<file path="config.mk">
export PLATFORM = sky130hd
export DESIGN_NAME = all_occurrence_byte_matcher
export DESIGN_NICKNAME = d
export VERILOG_FILES = /design/src/design/aobm_pkg.sv /design/src/design/aobm_window_cmp.sv /design/src/design/all_occurrence_byte_matcher.sv
export VERILOG_INCLUDE_DIRS = /design/src /design/src/design
export SDC_FILE = /design/constraint.sdc
export NUM_CORES = 1
export LEC_CHECK = 0
export ABC_AREA = 1
export BUFFER_PORTS_ARGS = -buffer_cell sky130_fd_sc_hd__buf_2
export CORE_ASPECT_RATIO = 1.4
export CORE_MARGIN = 2
export CORE_UTILIZATION = 40
export CTS_BUF_LIST = sky130_fd_sc_hd__clkbuf_16
export CTS_CLUSTER_DIAMETER = 150
export DETAILED_ROUTE_END_ITERATION = 6
export PLACE_DENSITY = 0.61
export SYNTH_ARGS = -nofsm -noshare
export SYNTH_HDL_FRONTEND = slang
export SYNTH_HIERARCHICAL = 1
export SYNTH_SLANG_ARGS = --single-unit
</file>
<file path="constraint.sdc">
create_clock -name i_clk -period 6.6 [get_ports i_clk]
set_input_delay 1.32 -clock i_clk [delete_from_list [all_inputs] [get_ports i_clk]]
set_output_delay 1.32 -clock i_clk [all_outputs]
set_load 0.01 [all_outputs]
</file>
<file path="src/design/all_occurrence_byte_matcher_assert.svh">
// Assertion shorthands used by the matcher RTL.
`ifndef ALL_OCCURRENCE_BYTE_MATCHER_ASSERT_SVH
`define ALL_OCCURRENCE_BYTE_MATCHER_ASSERT_SVH

// Same-cycle implication, checked outside reset.
`define AOBM_ASSERT_IMP(lbl, clk, rst_n, ante, cons, msg) \
    lbl: assert property (@(posedge clk) disable iff (!rst_n) (ante) |-> (cons)) \
        else $error(msg);

// Next-cycle implication, checked outside reset.
`define AOBM_ASSERT_NXT(lbl, clk, rst_n, ante, cons, msg) \
    lbl: assert property (@(posedge clk) disable iff (!rst_n) (ante) |=> (cons)) \
        else $error(msg);

`endif

</file>
<file path="src/design/aobm_pkg.sv">
`timescale 1ns / 1ps

package aobm_pkg;

    localparam int unsigned PATTERN_MAX_DEF = 16;
    localparam int unsigned BYTE_W          = 8;
    localparam int unsigned COUNT_W         = 32;
    localparam int unsigned CFG_DATA_W      = 64;
    localparam int unsigned CFG_IDX_W       = 2;
    localparam int unsigned LEN_REG_W       = 5;
    // pattern bytes held in the two 64-bit registers
    localparam int unsigned PAT_LOW_BYTES   = 8;
    localparam int unsigned PAT_REG_BYTES   = 16;

    typedef enum logic [CFG_IDX_W-1:0] {
        CFG_PATTERN_LOW    = 2'd0,
        CFG_PATTERN_HIGH   = 2'd1,
        CFG_PATTERN_LENGTH = 2'd2
    } t_cfg_idx;

endpackage

</file>
<file path="src/design/aobm_window_cmp.sv">
`timescale 1ns / 1ps

module aobm_window_cmp
    import aobm_pkg::*;
#(
    parameter int unsigned PATTERN_MAX = PATTERN_MAX_DEF
) (
    input  logic [PATTERN_MAX-1:0][BYTE_W-1:0]  i_window,
    input  logic [PATTERN_MAX-1:0][BYTE_W-1:0]  i_pattern,
    input  logic [$clog2(PATTERN_MAX+1)-1:0]    i_length,
    output logic                                o_match
);

    localparam int unsigned IDX_W = (PATTERN_MAX > 1) ? $clog2(PATTERN_MAX) : 1;

    logic [PATTERN_MAX-1:0] w_hit;

    // window slot k (0 = newest byte) lines up with pattern byte length-1-k
    always_comb begin
        for (int k = 0; k < PATTERN_MAX; k++) begin
            if (k >= int'(i_length)) begin
                w_hit[k] = 1'b1;
            end else begin
                w_hit[k] = (i_window[k] == i_pattern[IDX_W'(int'(i_length) - 1 - k)]);
            end
        end
    end

    assign o_match = &w_hit;

endmodule

</file>
<file path="src/design/all_occurrence_byte_matcher.sv">
`timescale 1ns / 1ps
// All-occurrence byte matcher: streams text bytes and reports every start position
// of a configured pattern of up to PATTERN_MAX bytes (sixteen from the registers),
// overlapping matches included, in increasing order. A byte that ends a match, or
// that is marked as the last byte of the text, gives one result item; other bytes
// give none. The last byte's item carries text_done and the total count, after
// which position and count clear. A pattern length of zero matches at every byte.
// Rate: one item per clock cycle while the result side does not stall. An input item
// is held in the input register and its result item in the result register. The full
// window compare is combinational, against the shifted byte history.
// Configure the pattern only while the block is idle.

`include "all_occurrence_byte_matcher_assert.svh"

module all_occurrence_byte_matcher
    import aobm_pkg::*;
#(
    parameter int unsigned PATTERN_MAX = PATTERN_MAX_DEF
) (
    input  logic                  i_clk,
    input  logic                  i_rst_n,
    // configuration write port
    input  logic                  i_cfg_wr_en,
    input  logic [CFG_IDX_W-1:0]  i_cfg_index,
    input  logic [CFG_DATA_W-1:0] i_cfg_wdata,
    // text byte channel
    input  logic                  i_in_valid,
    output logic                  o_in_stall,
    input  logic [BYTE_W-1:0]     i_text_byte,
    input  logic                  i_last_byte,
    // result channel
    output logic                  o_out_valid,
    input  logic                  i_out_stall,
    output logic                  o_found,
    output logic [COUNT_W-1:0]    o_match_start,
    output logic                  o_text_done,
    output logic [COUNT_W-1:0]    o_match_total
);

    localparam int unsigned LEN_W  = $clog2(PATTERN_MAX + 1);
    localparam int unsigned HIST_D = (PATTERN_MAX > 1) ? PATTERN_MAX - 1 : 1;

    // configuration registers
    logic [CFG_DATA_W-1:0] r_pat_low;
    logic [CFG_DATA_W-1:0] r_pat_high;
    logic [LEN_REG_W-1:0]  r_pat_len;

    // input register
    logic                  r_in_valid;
    logic [BYTE_W-1:0]     r_byte;
    logic                  r_last;

    // search state
    logic [HIST_D-1:0][BYTE_W-1:0] r_hist;
    logic [COUNT_W-1:0]    r_pos;
    logic [COUNT_W-1:0]    r_count;

    // result register
    logic                  r_out_valid;
    logic                  r_found;
    logic [COUNT_W-1:0]    r_start;
    logic                  r_done;
    logic [COUNT_W-1:0]    r_total;

    logic [PATTERN_MAX-1:0][BYTE_W-1:0] w_pattern;
    logic [PATTERN_MAX-1:0][BYTE_W-1:0] w_window;
    logic [LEN_W-1:0]      w_len;
    logic                  w_cmp_match;
    logic                  w_pos_ok;
    logic                  w_found;
    logic                  w_emit;
    logic                  w_out_free;
    logic                  w_advance;
    logic [COUNT_W-1:0]    n_count;
    logic [COUNT_W-1:0]    n_start;

    //------------------------------------------------------------------
    // Configuration: index 3 means nothing and is dropped.
    //------------------------------------------------------------------
    always_ff @(posedge i_clk) begin
        if (!i_rst_n) begin
            r_pat_low  <= '0;
            r_pat_high <= '0;
            r_pat_len  <= '0;
        end else if (i_cfg_wr_en) begin
            case (t_cfg_idx'(i_cfg_index))
                CFG_PATTERN_LOW:    r_pat_low  <= i_cfg_wdata;
                CFG_PATTERN_HIGH:   r_pat_high <= i_cfg_wdata;
                CFG_PATTERN_LENGTH: r_pat_len  <= i_cfg_wdata[LEN_REG_W-1:0];
                default: ;
            endcase
        end
    end

    // Unpack pattern bytes; bytes past the two registers read as zero.
    for (genvar j = 0; j < PATTERN_MAX; j++) begin : g_pat
        if (j < PAT_LOW_BYTES) begin : g_low
            assign w_pattern[j] = r_pat_low[BYTE_W*j +: BYTE_W];
        end else if (j < PAT_REG_BYTES) begin : g_high
            assign w_pattern[j] = r_pat_high[BYTE_W*(j-PAT_LOW_BYTES) +: BYTE_W];
        end else begin : g_zero
            assign w_pattern[j] = '0;
        end
    end

    // Clamp the programmed length to what the window can hold.
    assign w_len = (int'(r_pat_len) > PATTERN_MAX) ? LEN_W'(PATTERN_MAX)
                                                   : LEN_W'(r_pat_len);

    //------------------------------------------------------------------
    // Window: slot 0 is the byte under test, then history, newest first.
    //------------------------------------------------------------------
    assign w_window[0] = r_byte;
    for (genvar k = 1; k < PATTERN_MAX; k++) begin : g_win
        assign w_window[k] = r_hist[k-1];
    end

    aobm_window_cmp #(
        .PATTERN_MAX (PATTERN_MAX)
    ) u_cmp (
        .i_window  (w_window),
        .i_pattern (w_pattern),
        .i_length  (w_len),
        .o_match   (w_cmp_match)
    );

    // Only slots already written this text may take part: position+1 >= length.
    assign w_pos_ok = ({1'b0, r_pos} + (COUNT_W+1)'(1)) >= (COUNT_W+1)'(w_len);
    assign w_found  = w_pos_ok && w_cmp_match;

    assign n_count = w_found ? r_count + COUNT_W'(1) : r_count;
    // Empty pattern reports the byte's own position.
    assign n_start = !w_found          ? '0 :
                     (w_len == '0)     ? r_pos :
                     r_pos + COUNT_W'(1) - COUNT_W'(w_len);

    //------------------------------------------------------------------
    // Flow control: a quiet byte always advances; a byte with a result
    // advances only when the result register is free or draining.
    //------------------------------------------------------------------
    assign w_emit     = w_found || r_last;
    assign w_out_free = !r_out_valid || !i_out_stall;
    assign w_advance  = r_in_valid && (!w_emit || w_out_free);
    assign o_in_stall = r_in_valid && !w_advance;

    // Input register: take a new item whenever the slot is empty or moving on.
    always_ff @(posedge i_clk) begin
        if (!i_rst_n) begin
            r_in_valid <= 1'b0;
        end else if (!o_in_stall) begin
            r_in_valid <= i_in_valid;
        end
    end

    always_ff @(posedge i_clk) begin
        if (i_in_valid && !o_in_stall) begin
            r_byte <= i_text_byte;
            r_last <= i_last_byte;
        end
    end

    // History shifts on every consumed byte; never reset, reads are gated by position.
    always_ff @(posedge i_clk) begin
        if (w_advance) begin
            r_hist[0] <= r_byte;
            for (int i = 1; i < HIST_D; i++) begin
                r_hist[i] <= r_hist[i-1];
            end
        end
    end

    // Position and count: clear after the last byte of a text, else advance.
    always_ff @(posedge i_clk) begin
        if (!i_rst_n) begin
            r_pos   <= '0;
            r_count <= '0;
        end else if (w_advance) begin
            if (r_last) begin
                r_pos   <= '0;
                r_count <= '0;
            end else begin
                r_pos   <= r_pos + COUNT_W'(1);
                r_count <= n_count;
            end
        end
    end

    //------------------------------------------------------------------
    // Result register
    //------------------------------------------------------------------
    always_ff @(posedge i_clk) begin
        if (!i_rst_n) begin
            r_out_valid <= 1'b0;
        end else if (w_advance && w_emit) begin
            r_out_valid <= 1'b1;
        end else if (!i_out_stall) begin
            r_out_valid <= 1'b0;
        end
    end

    always_ff @(posedge i_clk) begin
        if (w_advance && w_emit) begin
            r_found <= w_found;
            r_start <= n_start;
            r_done  <= r_last;
            r_total <= n_count;
        end
    end

    assign o_out_valid   = r_out_valid;
    assign o_found       = r_found;
    assign o_match_start = r_start;
    assign o_text_done   = r_done;
    assign o_match_total = r_total;

    //------------------------------------------------------------------
    // Assertions
    //------------------------------------------------------------------
    `AOBM_ASSERT_NXT(a_emit_loads_out, i_clk, i_rst_n, w_advance && w_emit, r_out_valid, "result item not registered")
    `AOBM_ASSERT_NXT(a_last_clears, i_clk, i_rst_n, w_advance && r_last, (r_pos == '0) && (r_count == '0), "position or count not cleared after last byte")
    `AOBM_ASSERT_NXT(a_held_item_stays, i_clk, i_rst_n, o_in_stall, r_in_valid && $stable(r_byte) && $stable(r_last), "held item lost or changed")
    `AOBM_ASSERT_IMP(a_nomatch_zero_start, i_clk, i_rst_n, r_out_valid && !r_found, (r_start == '0) && r_done, "quiet result without text_done or with a start")

endmodule

</file>
==> results of run 1 <==
cells in the final DEF (no fill, tap or decap), types with 5 or more instances in the layout:
cell type  count
nand2_1     2006
nand3_1      490
nor2_1       444
inv_1        296
dfxtp_1      198
edfxtp_1     195
o21ai_0      189
buf_2        147
a21oi_1      127
nand3b_1      63
clkbuf_16     46
buf_4         38
xor2_1        33
nor3_1        24
nand2_2       22
xnor2_1       18
nand4_1       17
nor2_2        14
inv_2         14
nand2_4       13
o21ai_1       10
nor4_1        10
a211oi_1      10
ha_1          10
nor2_4         8
clkinv_1       6
buf_12         6
inv_4          5
logic make-up after synthesis:
group                      count (synthesis)
AOI/OAI and AO/OA                        348
xor gates and xnor gates                  51
adders and majority gates                 12
buffers and inverters                    513
DFF                                      394
and+or+nand+nor                         3127
power breakdown:
group,switching (W),internal [W]
logic,0.00147,0.000559
registers,0.0000949,0.00266
clock network,0.00111,0.00139
total,0.00267,0.00461
what timing repair did:
action,in CTS,in global routing
resized for setup,6,10
pin swaps,0,1
setup buffers,0,0
endpoints found under the setup margin,1,1
per-layer routing:
| layer | track usage | part of all wire |
|---|---|---|
| met3 | 0.04975 | 0.066 |
| met1 | 0.3420 | 0.39 |
| met5 | 0 | 0.0018 |
| met2 | 0.4957 | 0.47 |
| met4 | 0.1833 | 0.072 |
cell type report:
class / instances / area [µm²] / share of cell area
clock inverters: 34 / 277.8 / 0.009220
diodes: 4 / 10.01 / 0.0003323
multi-input cells: 3538 / 15470 / 0.5135
well taps: 862 / 1079 / 0.03580
flip-flops and latches: 394 / 9841 / 0.3267
clock buffers: 46 / 1151 / 0.03821
inverters: 300 / 1134 / 0.03763
repair buffers: 193 / 1164 / 0.03863
critical path: stages (launching register included):
cell and delay, ps:
dfxtp_2 360, inv_2 120, nand2_2 120, inv_2 170
inv_2 100, ha_2 420, buf_4 470, nand3_1 250
nand2_1 120, nand2_1 120, nand2_1 200, nand2_1 100
nand2_1 80, nand2_1 50, nand2_1 50, nand3_1 150
nor2_1 240, nand2_1 100, nand2_1 70, nand2_1 50
nor2_1 90, nand2_1 90, nor2_4 260, nand2_8 90
nand2_8 100, nand3_1 120, inv_1 90, buf_2 130
registers in the layout, indices dropped and copies added, names as in the netlist:
register / cells
r_hist: 120
r_pat_high: 64
r_pat_low: 64
o_match_start: 32
o_match_total: 32
r_count: 32
r_pos: 32
r_byte: 8
r_pat_len: 5
o_found: 1
o_out_valid: 1
o_text_done: 1
r_in_valid: 1
r_last: 1
Yosys cell counts, types with 11 or more instances:
| master | count | area [µm²] |
|---|---|---|
| clkbuf_1 | 81 | 304.0 |
| nor2_2 | 13 | 81.33 |
| nand3_1 | 491 | 2457 |
| dfxtp_1 | 199 | 3984 |
| nand2_2 | 22 | 137.6 |
| a21oi_1 | 127 | 635.6 |
| buf_2 | 80 | 400.4 |
| inv_1 | 289 | 1085 |
| xor2_1 | 33 | 289.0 |
| nand2_1 | 2011 | 7548 |
| buf_6 | 13 | 146.4 |
| buf_4 | 31 | 232.7 |
| nor3_1 | 26 | 130.1 |
| ha_1 | 11 | 137.6 |
| o21ai_0 | 189 | 945.9 |
| edfxtp_1 | 195 | 5856 |
| nand4_1 | 17 | 106.4 |
| xnor2_1 | 18 | 157.7 |
| nand3b_1 | 63 | 473.0 |
| nor2_1 | 447 | 1678 |
how the worst min path moves through the flow:
stage	end	startpoint	slack, ps
finish	r_hist[56]$_DFFE_PP_	r_hist[48]$_DFFE_PP_	470
global route	r_hist[56]$_DFFE_PP_	r_hist[48]$_DFFE_PP_	480
CTS	r_hist[56]$_DFFE_PP_	r_hist[48]$_DFFE_PP_	470
detailed placement	r_hist[24]$_DFFE_PP_	r_hist[16]$_DFFE_PP_	460
global placement	r_hist[27]$_DFFE_PP_	r_hist[19]$_DFFE_PP_	450
floorplan	o_text_done$_DFFE_PP_	r_last$_DFFE_PP_	420
through the flow:
step                      cells  worst slack (ps)  hold WS [ps]  instance area (µm²)    util
after floorplan            4445              1342         424.4                27490       -
after global placement     5287             485.8         452.7                28640  0.4220
after detailed placement   5287             473.0         463.4                28640  0.4220
after CTS                  5367             15.57         473.4                30090  0.4434
after global routing       5368             14.85         481.3                30120  0.4438
final                      5371             313.7         473.0                30130  0.4439
==> out/metrics.csv, run 1 <==
metric;value;unit
site row count;113;
register area share after synthesis;0.3580;
Compound-Gate Fraction of Synth Area;0.06605;
mux share of post-synthesis cell area;0;
Setup crit start;r_pat_len[4]$_SDFFE_PN0P_;
Worst VDD drop;0.0001883;V
Post-Synth Simple-Gate Area;0.4722;
RR Startpoint;r_pat_len[4]$_SDFFE_PN0P_;
die width;225.5;µm
Placer Congestion;0.9928;
share of layout cells above drive strength 1;0.07636;
WL/cell;19.49;µm
Distinct cells, synth;46;
startpoint types;flip-flop;
DRC;1;
vias in the first global route;26300;
vias per cell;5.341;
clock buffer depth;3;
final setup TNS;0;ps
max cap viols;0;
hold crit path type;flip-flop to flip-flop;
First DRT Iteration DRCs;2761;
largest family of logic cells by synthesized area;simple AND/OR/NAND/NOR gates;
synthesized netlist cell count;4445;
CTS tree;done;
final wirelength;104.7;mm
warnings from Yosys;6;
R2R setup slack;1260;ps
worst r2r path cells;29;
hold_buf cts;0;
PortBufs;147;
Final ANT Viol Nets;0;
crit end category;primary output;
number of synthesized flops with an enable pin;195;
syn nets;4537;
status;complete, but fails checks;
Nets;4562;
setup violators final;0;
Slew headroom;0.3385;
number of antenna violations at the first check in global routing;16;
clk_skew;41.84;ps
Critical Path AT;4970;ps
Post-synth top flop;dfxtp_1;
crit path time final;6286;ps
worst-skew pair later-pin latency;630;ps
Die H;314.2;µm
core area;67870;µm²
Worst-path clk slew;60;ps
adder-cell share of the synthesized area;0.005736;
All-Layer GR Usage;0.2922;
overflow left after global routing;0;
Leak;14.29;nW
P&R area growth vs syn;9.605;%
PD cells;241.6;nW/µm²
global-route wire length before repair;156.8;mm
Worst Setup EP;o_in_stall;
via count;28690;
failing checks;DRC;
Crit Path Class;flip-flop to primary output;
CTS root buffer;clkbuf_16;
# IOs;148;
CP Max Fanout;46;
RSZ-0062 raised after global routing;false;
iteration count of the initial detailed-routing pass;7;
mean post-synth cell area;6.183;µm²
Design Power;0.007278;W
Final Hold Fails;0;
slew at the pin closest to its max-slew limit;992.3;ps
# H-tree levels;2;
hold path depth;0;
number of CTS-inserted buffers;43;
clk sinks;394;
Die ar.;70850;µm²
reg2reg end;r_hist[15]$_DFFE_PP_;
asr flop ratio synth;0;
Synth Area in XOR/XNOR;0.01625;
largest net degree at the start of global routing;181;
final max-slew violation count;0;
initial core utilization;0.4050;
register bit total from synthesis;394;
Final period util;0.9525;
detailed placement HPWL;79.00;mm
worst path required time;5280;ps
area of the mapped netlist;27490;µm²
fillers;7326;
Achievable Freq;0.1591;GHz
No activity file was read; power rests on OpenSTA's default activity.
==> inputs of run 2 (changes only) <==
Settings changed: CORE_UTILIZATION 40 to 63, CTS_BUF_LIST sky130_fd_sc_hd__clkbuf_16 to unset, PLACE_DENSITY 0.61 to 0.87, REMOVE_ABC_BUFFERS set to 1.
==> out/metrics.csv, run 2 (synthesis results as in run 1) <==
metric;value;unit;change
number of antenna violations at the first check in global routing;8;;-8
RSZ-0062 raised after global routing;false;;
Final Hold Fails;0;;unchanged
status;complete, but fails checks;;
Slew headroom;0.3197;;-0.01874
All-Layer GR Usage;0.3822;;+0.08998
RR Startpoint;r_pat_len[4]$_SDFFE_PN0P_;;
Die ar.;45340;µm²;-36%
via count;29390;;+2.4%
setup violators final;0;;unchanged
Final period util;0.9397;;-0.01274
hold path depth;0;;unchanged
Critical Path Max Stage Delay;450;ps;-20 ps
# IOs;148;;unchanged
Critical Path AT;4880;ps;-90 ps
crit path time final;6202;ps;-84.07 ps
final wirelength;89.30;mm;-15%
Top reg by flops;r_hist;;
Worst VDD drop;0.0002124;V;+13%
die width;180.5;µm;-20%
Largest regs;r_hist: 120 flops, r_pat_high: 64 flops, r_pat_low: 64 flops;;
detailed placement HPWL;62.45;mm;-21%
commonest non-fill, non-tap cell in the layout;nand2_1;;
hold crit path type;flip-flop to flip-flop;;
clk sinks;394;;unchanged
Crit Path Class;flip-flop to primary output;;
worst-skew pair later-pin latency;580;ps;-50 ps
most used cell, CP;nand2_1;;
Worst-path clk slew;70;ps;about the same
reg2reg end;r_hist[105]$_DFFE_PP_;;
placed cell count;4983;;-5.7%
CP Max Fanout;38;;-17%
Achievable Freq;0.1612;GHz;+1.4%
global-route wire length before repair;138.8;mm;-11%
overflow left after global routing;0;;unchanged
clock buffer depth;3;;unchanged
vias per cell;5.803;;+8.6%
final max-slew violation count;0;;unchanged
Placer Congestion;0.9848;;-0.81%
max cap viols;0;;unchanged
WL/cell;17.63;µm;-9.5%
PD cells;241.7;nW/µm²;about the same
max FFs per register;120;;unchanged
CTS tree;done;;
vias in the first global route;26930;;+2.4%
post-route cell area;29710;µm²;-1.4%
iteration count of the initial detailed-routing pass;7;;unchanged
Final ANT Viol Nets;0;;unchanged
post-CTS setup buffer count;0;;unchanged
Leak;14.26;nW;-0.24%
crit end category;primary output;;
clk_skew;29.49;ps;-12.35 ps
number of CTS-inserted buffers;41;;-4.7%
failing checks;DRC;;
Slowest cell on crit path;ha_2;;
placed inst area;28240;µm²;-1.4%
CTS root buffer;clkbuf_16;;
# H-tree levels;2;;unchanged
site row count;90;;-20%
commonest cells after routing, fill and taps aside;nand2_1, nand3_1, nor2_1;;
startpoint types;flip-flop;;
PortBufs;147;;unchanged
Worst Setup EP;o_in_stall;;
largest net degree at the start of global routing;93;;-49%
worst r2r path cells;29;;unchanged
share of layout cells above drive strength 1;0.07697;;+0.0006147
Die H;251.1;µm;-20%
core area;43130;µm²;-36%
First DRT Iteration DRCs;2813;;+1.9%
Setup crit start;r_pat_len[4]$_SDFFE_PN0P_;;
Nets;4567;;+0.11%
DRC;1;;unchanged
worst path required time;5280;ps;about the same
P&R area growth vs syn;8.089;%;
initial core utilization;0.6373;;+0.2323
Layout Cells excl Fill;5065;;-5.7%
slew at the pin closest to its max-slew limit;1020;ps;+28.11 ps
R2R setup slack;660;ps;-600 ps
-- run 2: cell count changes in the layout (fill, tap and decap cells not counted), sizes merged --
cell,before,now
inv,318,304
clkbuf,46,63
clkinvlp,1,0
buf,193,198
clkinv,12,9
diode,4,5
bufinv,3,2
-- run 2: cell type report --
| type | count | area [µm²] |
|---|---|---|
| antenna | 5 | 12.51 |
| tap | 552 | 690.7 |
| clock buffer | 61 | 1224 |
| multi-input combinational | 3538 | 15440 |
| inverter | 300 | 1134 |
| sequential | 394 | 9841 |
| clock inverter | 15 | 147.6 |
| fill | 3869 | 13420 |
| timing repair buffer | 200 | 1220 |
-- run 2: worst min-delay path by stage --
stage	startpoint	end	slack (ps)
finish	r_hist[59]$_DFFE_PP_	r_hist[67]$_DFFE_PP_	460
CTS	r_hist[59]$_DFFE_PP_	r_hist[67]$_DFFE_PP_	460
global placement	r_hist[35]$_DFFE_PP_	r_hist[43]$_DFFE_PP_	450
detailed placement	r_hist[2]$_DFFE_PP_	r_hist[10]$_DFFE_PP_	460
floorplan	r_hist[93]$_DFFE_PP_	r_hist[101]$_DFFE_PP_	440
global route	r_hist[56]$_DFFE_PP_	r_hist[64]$_DFFE_PP_	480
-- run 2: timing repair --
action                                  CTS  global route
hold buffers                              0             0
gates resized for setup                   0            15
endpoints found under the setup margin    0            79
-- run 2: power by group --
part | total, W | internal [W] | switching [W]
Clock | 0.00240 | 0.00137 | 0.00103
Combinational | 0.00205 | 0.000566 | 0.00148
Sequential | 0.00273 | 0.00266 | 0.0000714
Total | 0.00718 | 0.00460 | 0.00258
-- run 2: per-layer routing --
layer / global-route usage / routed length [µm] / part of all wire
met4: 0.2631 / 7038 / 0.079
met1: 0.4330 / 31580 / 0.35
met5: 0 / 49 / 0.00055
met3: 0.06389 / 7903 / 0.089
met2: 0.6575 / 42720 / 0.48
-- run 2: critical path: cells and delay by family, from the launching register on --
family	cells	cell delay, ps
buffers and inverters	7	1170
adder cells (fa/ha/maj)	1	450
flip-flops	1	370
AND/OR/NAND/NOR	22	2280
-- run 2: per-stage QoR --
step,total power (W),hold slack (ps),TNS [ps],setup WS (ps),utilization
finish,0.007179,461.6,0,397.8,0.6888
global route,0.007471,479.7,0,30.23,0.6887
CTS,0.007107,461.6,0,70.48,0.6866
detailed placement,0.004728,459.2,0,466.9,0.6548
global placement,0.004694,449.7,0,646.2,0.6548
floorplan,0.004064,440.8,-3220300,-11580,-
